===== config.mk =====
export PLATFORM = sky130hd
export DESIGN_NAME = uart_event_frame_receiver_top_flat
export DESIGN_NICKNAME = d
export VERILOG_FILES = /design/src/rtl/uefr_pkg.sv /design/src/rtl/uefr_if.sv /design/src/rtl/uefr_parse.sv /design/src/rtl/uefr_out_reg.sv /design/src/rtl/uart_event_frame_receiver_top.sv /design/src/flat_wrapper.sv
export SDC_FILE = /design/constraint.sdc
export NUM_CORES = 1
export LEC_CHECK = 0
export BUFFER_PORTS_ARGS = -buffer_cell sky130_fd_sc_hd__buf_2
export CORE_MARGIN = 4
export CORE_UTILIZATION = 55
export CTS_CLUSTER_DIAMETER = 80
export DETAILED_ROUTE_END_ITERATION = 10
export HOLD_SLACK_MARGIN = 0.1
export PLACE_DENSITY = 0.75
export SETUP_SLACK_MARGIN = 0.05
export SLEW_MARGIN = 5
export SYNTH_ARGS = -nofsm -noshare
export SYNTH_HDL_FRONTEND = slang
export SYNTH_SLANG_ARGS = --single-unit

===== constraint.sdc =====
create_clock -name clk -period 3.45 [get_ports clk]
set_input_delay 0.1725 -clock clk [delete_from_list [all_inputs] [get_ports clk]]
set_output_delay 0.1725 -clock clk [all_outputs]
set_load 0.01 [all_outputs]

===== src/rtl/uefr_pkg.sv =====
package uefr_pkg;

  localparam logic [7:0] SYNC_BYTE = 8'hAA;

  // one-hot frame phases
  typedef enum logic [5:0] {
    PH_HUNT  = 6'b000001,
    PH_ZERO  = 6'b000010,
    PH_LEN   = 6'b000100,
    PH_CODE  = 6'b001000,
    PH_PARAM = 6'b010000,
    PH_CSUM  = 6'b100000
  } phase_t;

  localparam logic [1:0] KIND_PARAM = 2'd0;
  localparam logic [1:0] KIND_END   = 2'd1;
  localparam logic [1:0] KIND_ACK   = 2'd2;

  localparam logic CMD_BYTE  = 1'b0;
  localparam logic CMD_CHECK = 1'b1;

  localparam logic CFG_ACK_EVENT  = 1'b0;
  localparam logic CFG_CALL_EVENT = 1'b1;

  typedef struct packed {
    logic [1:0] kind;
    logic [7:0] byte_out;
    logic [7:0] frame_event;
    logic       checksum_ok;
    logic       reply_needed;
    logic       last;
    logic       ack_match;
    logic [7:0] call_status;
  } res_t;

endpackage


===== src/rtl/uefr_if.sv =====
interface uefr_rx_if;
  logic       valid;
  logic       ready;
  logic       cmd;
  logic [7:0] data;

  modport source (output valid, output cmd, output data, input ready);
  modport sink (input valid, input cmd, input data, output ready);
endinterface

interface uefr_ev_if;
  logic       valid;
  logic       ready;
  logic [1:0] kind;
  logic [7:0] byte_out;
  logic [7:0] frame_event;
  logic       checksum_ok;
  logic       reply_needed;
  logic       last;
  logic       ack_match;
  logic [7:0] call_status;

  modport source (output valid, output kind, output byte_out, output frame_event,
                  output checksum_ok, output reply_needed, output last,
                  output ack_match, output call_status, input ready);
  modport sink (input valid, input kind, input byte_out, input frame_event,
                input checksum_ok, input reply_needed, input last,
                input ack_match, input call_status, output ready);
endinterface


===== src/rtl/uefr_parse.sv =====
module uefr_parse
  import uefr_pkg::*;
(
  input  logic       clk,
  input  logic       rst,
  input  logic       go,
  input  logic       cmd,
  input  logic [7:0] data,
  input  logic [7:0] ack_code,
  input  logic [7:0] call_code,
  output logic       has_res,
  output res_t       res
);

  phase_t     phase, phase_next;
  logic [7:0] params_left, params_left_next;
  logic [1:0] param_index, param_index_next;
  logic [7:0] current_event, current_event_next;
  logic [7:0] running_sum, running_sum_next;
  logic [7:0] first_param, first_param_next;
  logic [7:0] second_param, second_param_next;
  logic       second_seen, second_seen_next;
  logic [7:0] acked_opcode, acked_opcode_next;
  logic       acked_valid, acked_valid_next;
  logic [7:0] call_state, call_state_next;

  logic [7:0] sum_add;
  logic [7:0] left_dec;
  logic       match;
  logic       sum_ok;
  logic       is_ack;

  assign sum_add  = running_sum + data;
  assign left_dec = params_left - 8'd1;
  assign match    = acked_valid && (acked_opcode == data);
  assign sum_ok   = (sum_add == 8'd0);
  assign is_ack   = (current_event == ack_code);

  always_comb begin
    phase_next         = phase;
    params_left_next   = params_left;
    param_index_next   = param_index;
    current_event_next = current_event;
    running_sum_next   = running_sum;
    first_param_next   = first_param;
    second_param_next  = second_param;
    second_seen_next   = second_seen;
    acked_opcode_next  = acked_opcode;
    acked_valid_next   = acked_valid;
    call_state_next    = call_state;
    has_res            = 1'b0;
    res                = '0;

    if (cmd == CMD_CHECK) begin
      has_res = 1'b1;
      if (match) begin
        acked_valid_next = 1'b0;
      end
      res.kind      = KIND_ACK;
      res.ack_match = match;
    end else begin
      unique case (phase)
        PH_HUNT: begin
          if (data == SYNC_BYTE) begin
            phase_next = PH_ZERO;
          end
        end
        PH_ZERO: begin
          phase_next = (data == 8'd0) ? PH_LEN : PH_HUNT;
        end
        PH_LEN: begin
          params_left_next = (data > 8'd1) ? data - 8'd1 : 8'd0;
          running_sum_next = data;
          param_index_next = 2'd0;
          second_seen_next = 1'b0;
          phase_next       = PH_CODE;
        end
        PH_CODE: begin
          current_event_next = data;
          running_sum_next   = sum_add;
          phase_next         = (params_left != 8'd0) ? PH_PARAM : PH_CSUM;
        end
        PH_PARAM: begin
          running_sum_next = sum_add;
          if (param_index == 2'd0) begin
            first_param_next = data;
          end else if (param_index == 2'd1) begin
            second_param_next = data;
            second_seen_next  = 1'b1;
          end
          // saturates: only none, one, or more than one matter
          if (param_index != 2'd2) begin
            param_index_next = param_index + 2'd1;
          end
          params_left_next = left_dec;
          if (left_dec == 8'd0) begin
            phase_next = PH_CSUM;
          end
          has_res      = 1'b1;
          res.kind     = KIND_PARAM;
          res.byte_out = data;
        end
        PH_CSUM: begin
          running_sum_next = sum_add;
          if (sum_ok) begin
            if (is_ack) begin
              if (param_index != 2'd0) begin
                acked_opcode_next = first_param;
                acked_valid_next  = 1'b1;
              end
            end else if (current_event == call_code) begin
              if (second_seen) begin
                call_state_next = second_param;
              end
            end
          end
          phase_next       = PH_HUNT;
          has_res          = 1'b1;
          res.kind         = KIND_END;
          res.checksum_ok  = sum_ok;
          res.reply_needed = sum_ok && !is_ack;
          res.last         = 1'b1;
        end
        default: begin
          phase_next = PH_HUNT;
        end
      endcase
    end

    res.frame_event = current_event;
    res.call_status = call_state_next;
  end

  always_ff @(posedge clk) begin
    if (rst) begin
      phase         <= PH_HUNT;
      params_left   <= '0;
      param_index   <= '0;
      current_event <= '0;
      running_sum   <= '0;
      first_param   <= '0;
      second_param  <= '0;
      second_seen   <= 1'b0;
      acked_opcode  <= '0;
      acked_valid   <= 1'b0;
      call_state    <= '0;
    end else if (go) begin
      phase         <= phase_next;
      params_left   <= params_left_next;
      param_index   <= param_index_next;
      current_event <= current_event_next;
      running_sum   <= running_sum_next;
      first_param   <= first_param_next;
      second_param  <= second_param_next;
      second_seen   <= second_seen_next;
      acked_opcode  <= acked_opcode_next;
      acked_valid   <= acked_valid_next;
      call_state    <= call_state_next;
    end
  end

  a_param_left_nonzero: assert property (@(posedge clk) disable iff (rst)
    phase == PH_PARAM |-> params_left != 8'd0)
    else $error("parameter phase with no bytes left");

  a_match_clears: assert property (@(posedge clk) disable iff (rst)
    go && cmd == CMD_CHECK && match |=> !acked_valid)
    else $error("acknowledge record not cleared on match");

  a_csum_ends_frame: assert property (@(posedge clk) disable iff (rst)
    go && cmd == CMD_BYTE && phase == PH_CSUM |=> phase == PH_HUNT)
    else $error("frame did not end after checksum");

endmodule


===== src/rtl/uefr_out_reg.sv =====
module uefr_out_reg
  import uefr_pkg::*;
(
  input  logic clk,
  input  logic rst,
  input  logic load,
  input  res_t res,
  output logic free,
  uefr_ev_if.source ev
);

  logic valid;
  res_t hold;

  assign free = !valid || ev.ready;

  always_ff @(posedge clk) begin
    if (rst) begin
      valid <= 1'b0;
    end else if (load) begin
      valid <= 1'b1;
    end else if (ev.ready) begin
      valid <= 1'b0;
    end
  end

  always_ff @(posedge clk) begin
    if (load) begin
      hold <= res;
    end
  end

  assign ev.valid        = valid;
  assign ev.kind         = hold.kind;
  assign ev.byte_out     = hold.byte_out;
  assign ev.frame_event  = hold.frame_event;
  assign ev.checksum_ok  = hold.checksum_ok;
  assign ev.reply_needed = hold.reply_needed;
  assign ev.last         = hold.last;
  assign ev.ack_match    = hold.ack_match;
  assign ev.call_status  = hold.call_status;

endmodule


===== src/rtl/uart_event_frame_receiver_top.sv =====
// path: a word accepted into the input register is parsed while held there, and its
//   result, if any, is loaded into the output register, which drives ev
// throughput: one word per cycle unless ev stalls a word that has a result; the
//   parse between the input register and the output register is combinational
// reset: synchronous rst clears both valid flags, returns the parser to sync hunt,
//   clears all parser state and loads the event code registers to 0 and 2
module uart_event_frame_receiver_top
  import uefr_pkg::*;
(
  input  logic       clk,
  input  logic       rst,
  uefr_rx_if.sink    rx,
  uefr_ev_if.source  ev,
  input  logic       cfg_we,
  input  logic       cfg_index,
  input  logic [7:0] cfg_data
);

  // configuration registers
  logic [7:0] ack_code;
  logic [7:0] call_code;

  always_ff @(posedge clk) begin
    if (rst) begin
      ack_code  <= 8'd0;
      call_code <= 8'd2;
    end else if (cfg_we) begin
      unique case (cfg_index)
        CFG_ACK_EVENT:  ack_code  <= cfg_data;
        CFG_CALL_EVENT: call_code <= cfg_data;
        default: ;
      endcase
    end
  end

  // input register holding one received word
  logic       in_valid;
  logic       in_cmd;
  logic [7:0] in_data;

  logic       has_res;
  res_t       res;
  logic       out_free;
  logic       advance;

  // a word with no result never waits on the output side
  assign advance  = in_valid && (out_free || !has_res);
  assign rx.ready = !in_valid || advance;

  always_ff @(posedge clk) begin
    if (rst) begin
      in_valid <= 1'b0;
    end else if (rx.valid && rx.ready) begin
      in_valid <= 1'b1;
    end else if (advance) begin
      in_valid <= 1'b0;
    end
  end

  always_ff @(posedge clk) begin
    if (rx.valid && rx.ready) begin
      in_cmd  <= rx.cmd;
      in_data <= rx.data;
    end
  end

  // frame parser: state updates when the held word moves on
  uefr_parse u_parse (
    .clk       (clk),
    .rst       (rst),
    .go        (advance),
    .cmd       (in_cmd),
    .data      (in_data),
    .ack_code  (ack_code),
    .call_code (call_code),
    .has_res   (has_res),
    .res       (res)
  );

  // result register toward the consumer
  uefr_out_reg u_out_reg (
    .clk  (clk),
    .rst  (rst),
    .load (advance && has_res),
    .res  (res),
    .free (out_free),
    .ev   (ev)
  );

endmodule


===== src/flat_wrapper.sv =====
// flat-port wrapper written by rule: the top's interface ports become plain ports
module uart_event_frame_receiver_top_flat import uefr_pkg::*;
  (clk, rst, cfg_we, cfg_index, cfg_data, rx_valid, rx_cmd, rx_data, rx_ready, ev_valid, ev_kind, ev_byte_out, ev_frame_event, ev_checksum_ok, ev_reply_needed, ev_last, ev_ack_match, ev_call_status, ev_ready);
  uefr_rx_if rx_i ();
  uefr_ev_if ev_i ();
  input  logic clk;
  input  logic rst;
  input  logic cfg_we;
  input  logic cfg_index;
  input  logic [7:0] cfg_data;
  input wire logic [$bits(rx_i.valid)-1:0] rx_valid;
  input wire logic [$bits(rx_i.cmd)-1:0] rx_cmd;
  input wire logic [$bits(rx_i.data)-1:0] rx_data;
  output wire logic [$bits(rx_i.ready)-1:0] rx_ready;
  output wire logic [$bits(ev_i.valid)-1:0] ev_valid;
  output wire logic [$bits(ev_i.kind)-1:0] ev_kind;
  output wire logic [$bits(ev_i.byte_out)-1:0] ev_byte_out;
  output wire logic [$bits(ev_i.frame_event)-1:0] ev_frame_event;
  output wire logic [$bits(ev_i.checksum_ok)-1:0] ev_checksum_ok;
  output wire logic [$bits(ev_i.reply_needed)-1:0] ev_reply_needed;
  output wire logic [$bits(ev_i.last)-1:0] ev_last;
  output wire logic [$bits(ev_i.ack_match)-1:0] ev_ack_match;
  output wire logic [$bits(ev_i.call_status)-1:0] ev_call_status;
  input wire logic [$bits(ev_i.ready)-1:0] ev_ready;
  assign rx_i.valid = rx_valid;
  assign rx_i.cmd = rx_cmd;
  assign rx_i.data = rx_data;
  assign rx_ready = rx_i.ready;
  assign ev_valid = ev_i.valid;
  assign ev_kind = ev_i.kind;
  assign ev_byte_out = ev_i.byte_out;
  assign ev_frame_event = ev_i.frame_event;
  assign ev_checksum_ok = ev_i.checksum_ok;
  assign ev_reply_needed = ev_i.reply_needed;
  assign ev_last = ev_i.last;
  assign ev_ack_match = ev_i.ack_match;
  assign ev_call_status = ev_i.call_status;
  assign ev_i.ready = ev_ready;
  uart_event_frame_receiver_top u_core (.clk(clk), .rst(rst), .rx(rx_i), .ev(ev_i), .cfg_we(cfg_we), .cfg_index(cfg_index), .cfg_data(cfg_data));
endmodule

==> results.txt <==
DR pass1 iterations = 5
Clk pin slew, worst setup/hold paths = 0.06 ns
Min cycle time layout = 3.129 ns
# Max-Cap Violations = 0
Share of cells above drive strength 1 = 0.1858
Cell variety after synth = 70
Crit share post-route = 0.9071
Synth top area cells = dfxtp_1 (28%), edfxtp_1 (19%), xnor2_1 (4.4%)
M2 GR Usage = 0.4227
Die Area = 0.01261 mm2
Num ports = 55
Vias in the first global route = 5,139
YS warnings = 0
Reg-to-Reg Start = u_core.in_data[0]
Max Freq = 319.5 MHz
Clock Sinks = 122
RSZ-0062 raised after global routing = no
Crit path launch type = register
GPL Wtd Cong = 0.8802
Final Hold Fails = 0
First-pass GRT wire length = 25,520 um
Critical path endpoint category = register
Measured slew at the worst slew-check pin = 1.173 ns
Hold path depth = 2
Residual DRC = 0
Post-synth ARST share = 0
Initial core utilization = 0.5718
H-Tree Depth = 4
Area leader, netlist = dfxtp_1
Area Overhead vs Synth = 22.02%
Power Density = 496.5 mW/mm2
Slew margin rel. = 0.2164
DRT Wirelength = 15,550 um
WP data arrival = 3.41 ns
Initial antenna violation count = 0
Reg-to-Reg End = u_core.u_out_reg.ev.call_status[7]
Status = finished clean
Clk_lat worst skew = 0.53 ns
Die width = 112.3 um
Root Buffer = clkbuf_8
Met1 Use GR = 0.3017
Syn avg cell area = 9.790 um2
Worst clock skew = 0.009147 ns
Largest net degree at the start of global routing = 44
CTS max path bufs = 2
Die height = 112.3 um
Via count = 5,054
Synthesized Nets = 650
PortBufs = 54
Post-synth top flop = dfxtp_1
VDD IR max = 0.3469 mV
Hold_sp = rx_data[5]
Ant diodes = 0
Sum of negative setup slack = 0 ns
Starting DRT DRC Count = 436
Vias per inst = 6.010
Number of synthesized flops with an enable pin = 38
#FFs+latches synth = 122
Worst hold slack = 0.3490 ns
GRT Util Overall = 0.2535
Num CTS Buffers = 17
Top cell type's share of synthesized area = 0.2811
Antenna-violating nets left = 0
Critical path class = reg2reg
Average wire per standard cell = 18.49 um
Final nets = 731
Overflow after GRT = 0
R2R depth = 9
Worst hold endpoint = u_core.in_data[5]
Busiest grt layer = met2
Sequential area share after synthesis = 0.4719
CTS tree = built
Crit-path max FO = 8
Pleak = 2.783 nW
R2r setup slk = 0.32 ns
Met3 usage = 0.07332
Row count = 37
Core area = 0.01046 mm2
Dpl hpwl = 10,180 um
# setup viols final = 0
Worst hold path type = in2reg
Mapped Area = 0.005982 mm2
Post-Syn Instances = 611
Worst path required time = 3.73 ns
Fin. max-slew vios = 0
metal layers:
metal  part of all wire  routed length (um)
met2               0.49                7683
met3              0.072                1125
met1               0.41                6299
met4              0.028                 443
met5                  0                   0
area by class of cell:
| type | count | area [um2] |
|---|---|---|
| Clock buffer | 20 | 425.4 |
| Clock inverter | 12 | 196.4 |
| Fill cell | 797 | 3163 |
| Inverter | 11 | 41.29 |
| Multi-Input combinational cell | 441 | 2970 |
| Sequential cell | 122 | 2823 |
| Tap cell | 136 | 170.2 |
| Timing Repair Buffer | 99 | 673.1 |
cells in the final DEF, fill, tap and decap left out, types with 26 or more instances in the layout:
cell	instances
xnor2_1	30
edfxtp_1	38
a21oi_1	48
dlygate4sd3_1	26
nor2_1	61
nand2_1	34
nand3_1	32
buf_2	54
mux2i_1	26
o21ai_0	32
dfxtp_1	84
synth_stat cells, types with 3 or more instances:
cell and count:
dfxtp_1 84, nor2_1 61, a21oi_1 49, edfxtp_1 38, nand2_1 34, nand3_1 32, o21ai_0 32, xnor2_1 30
mux2i_1 26, clkbuf_1 24, nor3_1 16, ha_1 15, nand4_1 15, inv_1 11, and2_1 10, mux2_2 8
buf_2 7, nand2b_1 6, nor4_1 6, o221ai_1 6, xor2_1 6, a211oi_1 5, a311oi_1 5, and3_1 5
nor2b_1 5, or3_1 5, nor3b_1 4, o21a_1 4, a211o_1 3, a22oi_1 3, nand3b_1 3, or2_2 3
report_power, final:
part / leakage [nW] / switching, mW / internal [mW]
registers: 1.05 / 0.0177 / 1.51
logic: 1.44 / 0.141 / 0.0901
clock network: 0.295 / 0.627 / 1.24
per-stage QoR:
| stage | cells | util | power, mW | setup slack, ns | area (um2) |
|---|---|---|---|---|---|
| after floorplan | 611 | - | 1.676 | 0.4869 | 5982 |
| after global placement | 782 | 0.6115 | 1.747 | 0.1991 | 6397 |
| after detailed placement | 782 | 0.6115 | 1.751 | 0.1015 | 6397 |
| after CTS | 841 | 0.6965 | 3.632 | 0.1830 | 7287 |
| after global routing | 841 | 0.6977 | 3.739 | 0.1485 | 7300 |
| final | 841 | 0.6977 | 3.624 | 0.3205 | 7300 |
state kept, by name (all words and copies together), names as in the netlist, 2 cells and up:
signal                           cells
u_core.u_out_reg.ev.byte_out         8
u_core.in_data                       8
u_core.u_parse.running_sum           8
u_core.u_parse.second_param          8
u_core.u_parse.param_index           2
u_core.u_out_reg.ev.call_status      8
u_core.u_out_reg.ev.frame_event      8
u_core.u_out_reg.ev.kind             2
u_core.u_parse.first_param           8
u_core.u_parse.params_left           8
u_core.call_code                     8
u_core.u_parse.call_state            8
u_core.u_parse.acked_opcode          8
u_core.u_parse.phase                 6
u_core.u_parse.current_event         8
u_core.ack_code                      8
cells by family (layout without fill, tap and decap cells):
| kind of cell | count (synthesis) | after routing | synth area share |
|---|---|---|---|
| AOI/OAI and AO/OA | 134 | 134 | 0.1523 |
| xor gates and xnor gates | 36 | 36 | 0.05271 |
| adders and majority gates | 16 | 16 | 0.03472 |
| buffers and inverters | 48 | 142 | 0.03430 |
| DFF | 122 | 122 | 0.4719 |
| muxes | 34 | 34 | 0.05857 |
| and+or+nand+nor | 221 | 221 | 0.1956 |
critical path: stages (launching register included):
cell	delay, ns
edfxtp_1	0.39
ha_1	0.24
fa_1	0.48
a211oi_2	0.34
nor4_1	0.09
nor3b_1	0.31
nand2_1	0.17
nor4_4	0.29
buf_4	0.22
mux2_2	0.35
timing repair:
item / CTS / global route
buffers inserted: 1 / 0
pin swaps: 1 / 0
endpoints found under the setup margin: 7 / 10
endpoints found under the hold margin: 39 / 0
hold buffers: 26 / 0
resized for setup: 0 / 1
worst max-delay path by stage:
stage / start / to / slack [ns]
global route: u_core.in_data[0] / u_core.u_out_reg.ev.call_status[1] / 0.15
floorplan: u_core.in_data[0] / u_core.u_out_reg.ev.call_status[0] / 0.49
detailed placement: u_core.in_data[0] / u_core.u_out_reg.ev.call_status[7] / 0.10
global placement: u_core.in_data[0] / u_core.u_out_reg.ev.call_status[1] / 0.20
CTS: u_core.in_data[0] / u_core.u_out_reg.ev.call_status[7] / 0.18
finish: u_core.in_data[0] / u_core.u_out_reg.ev.call_status[7] / 0.32
Power figures use the tool's default switching activity.
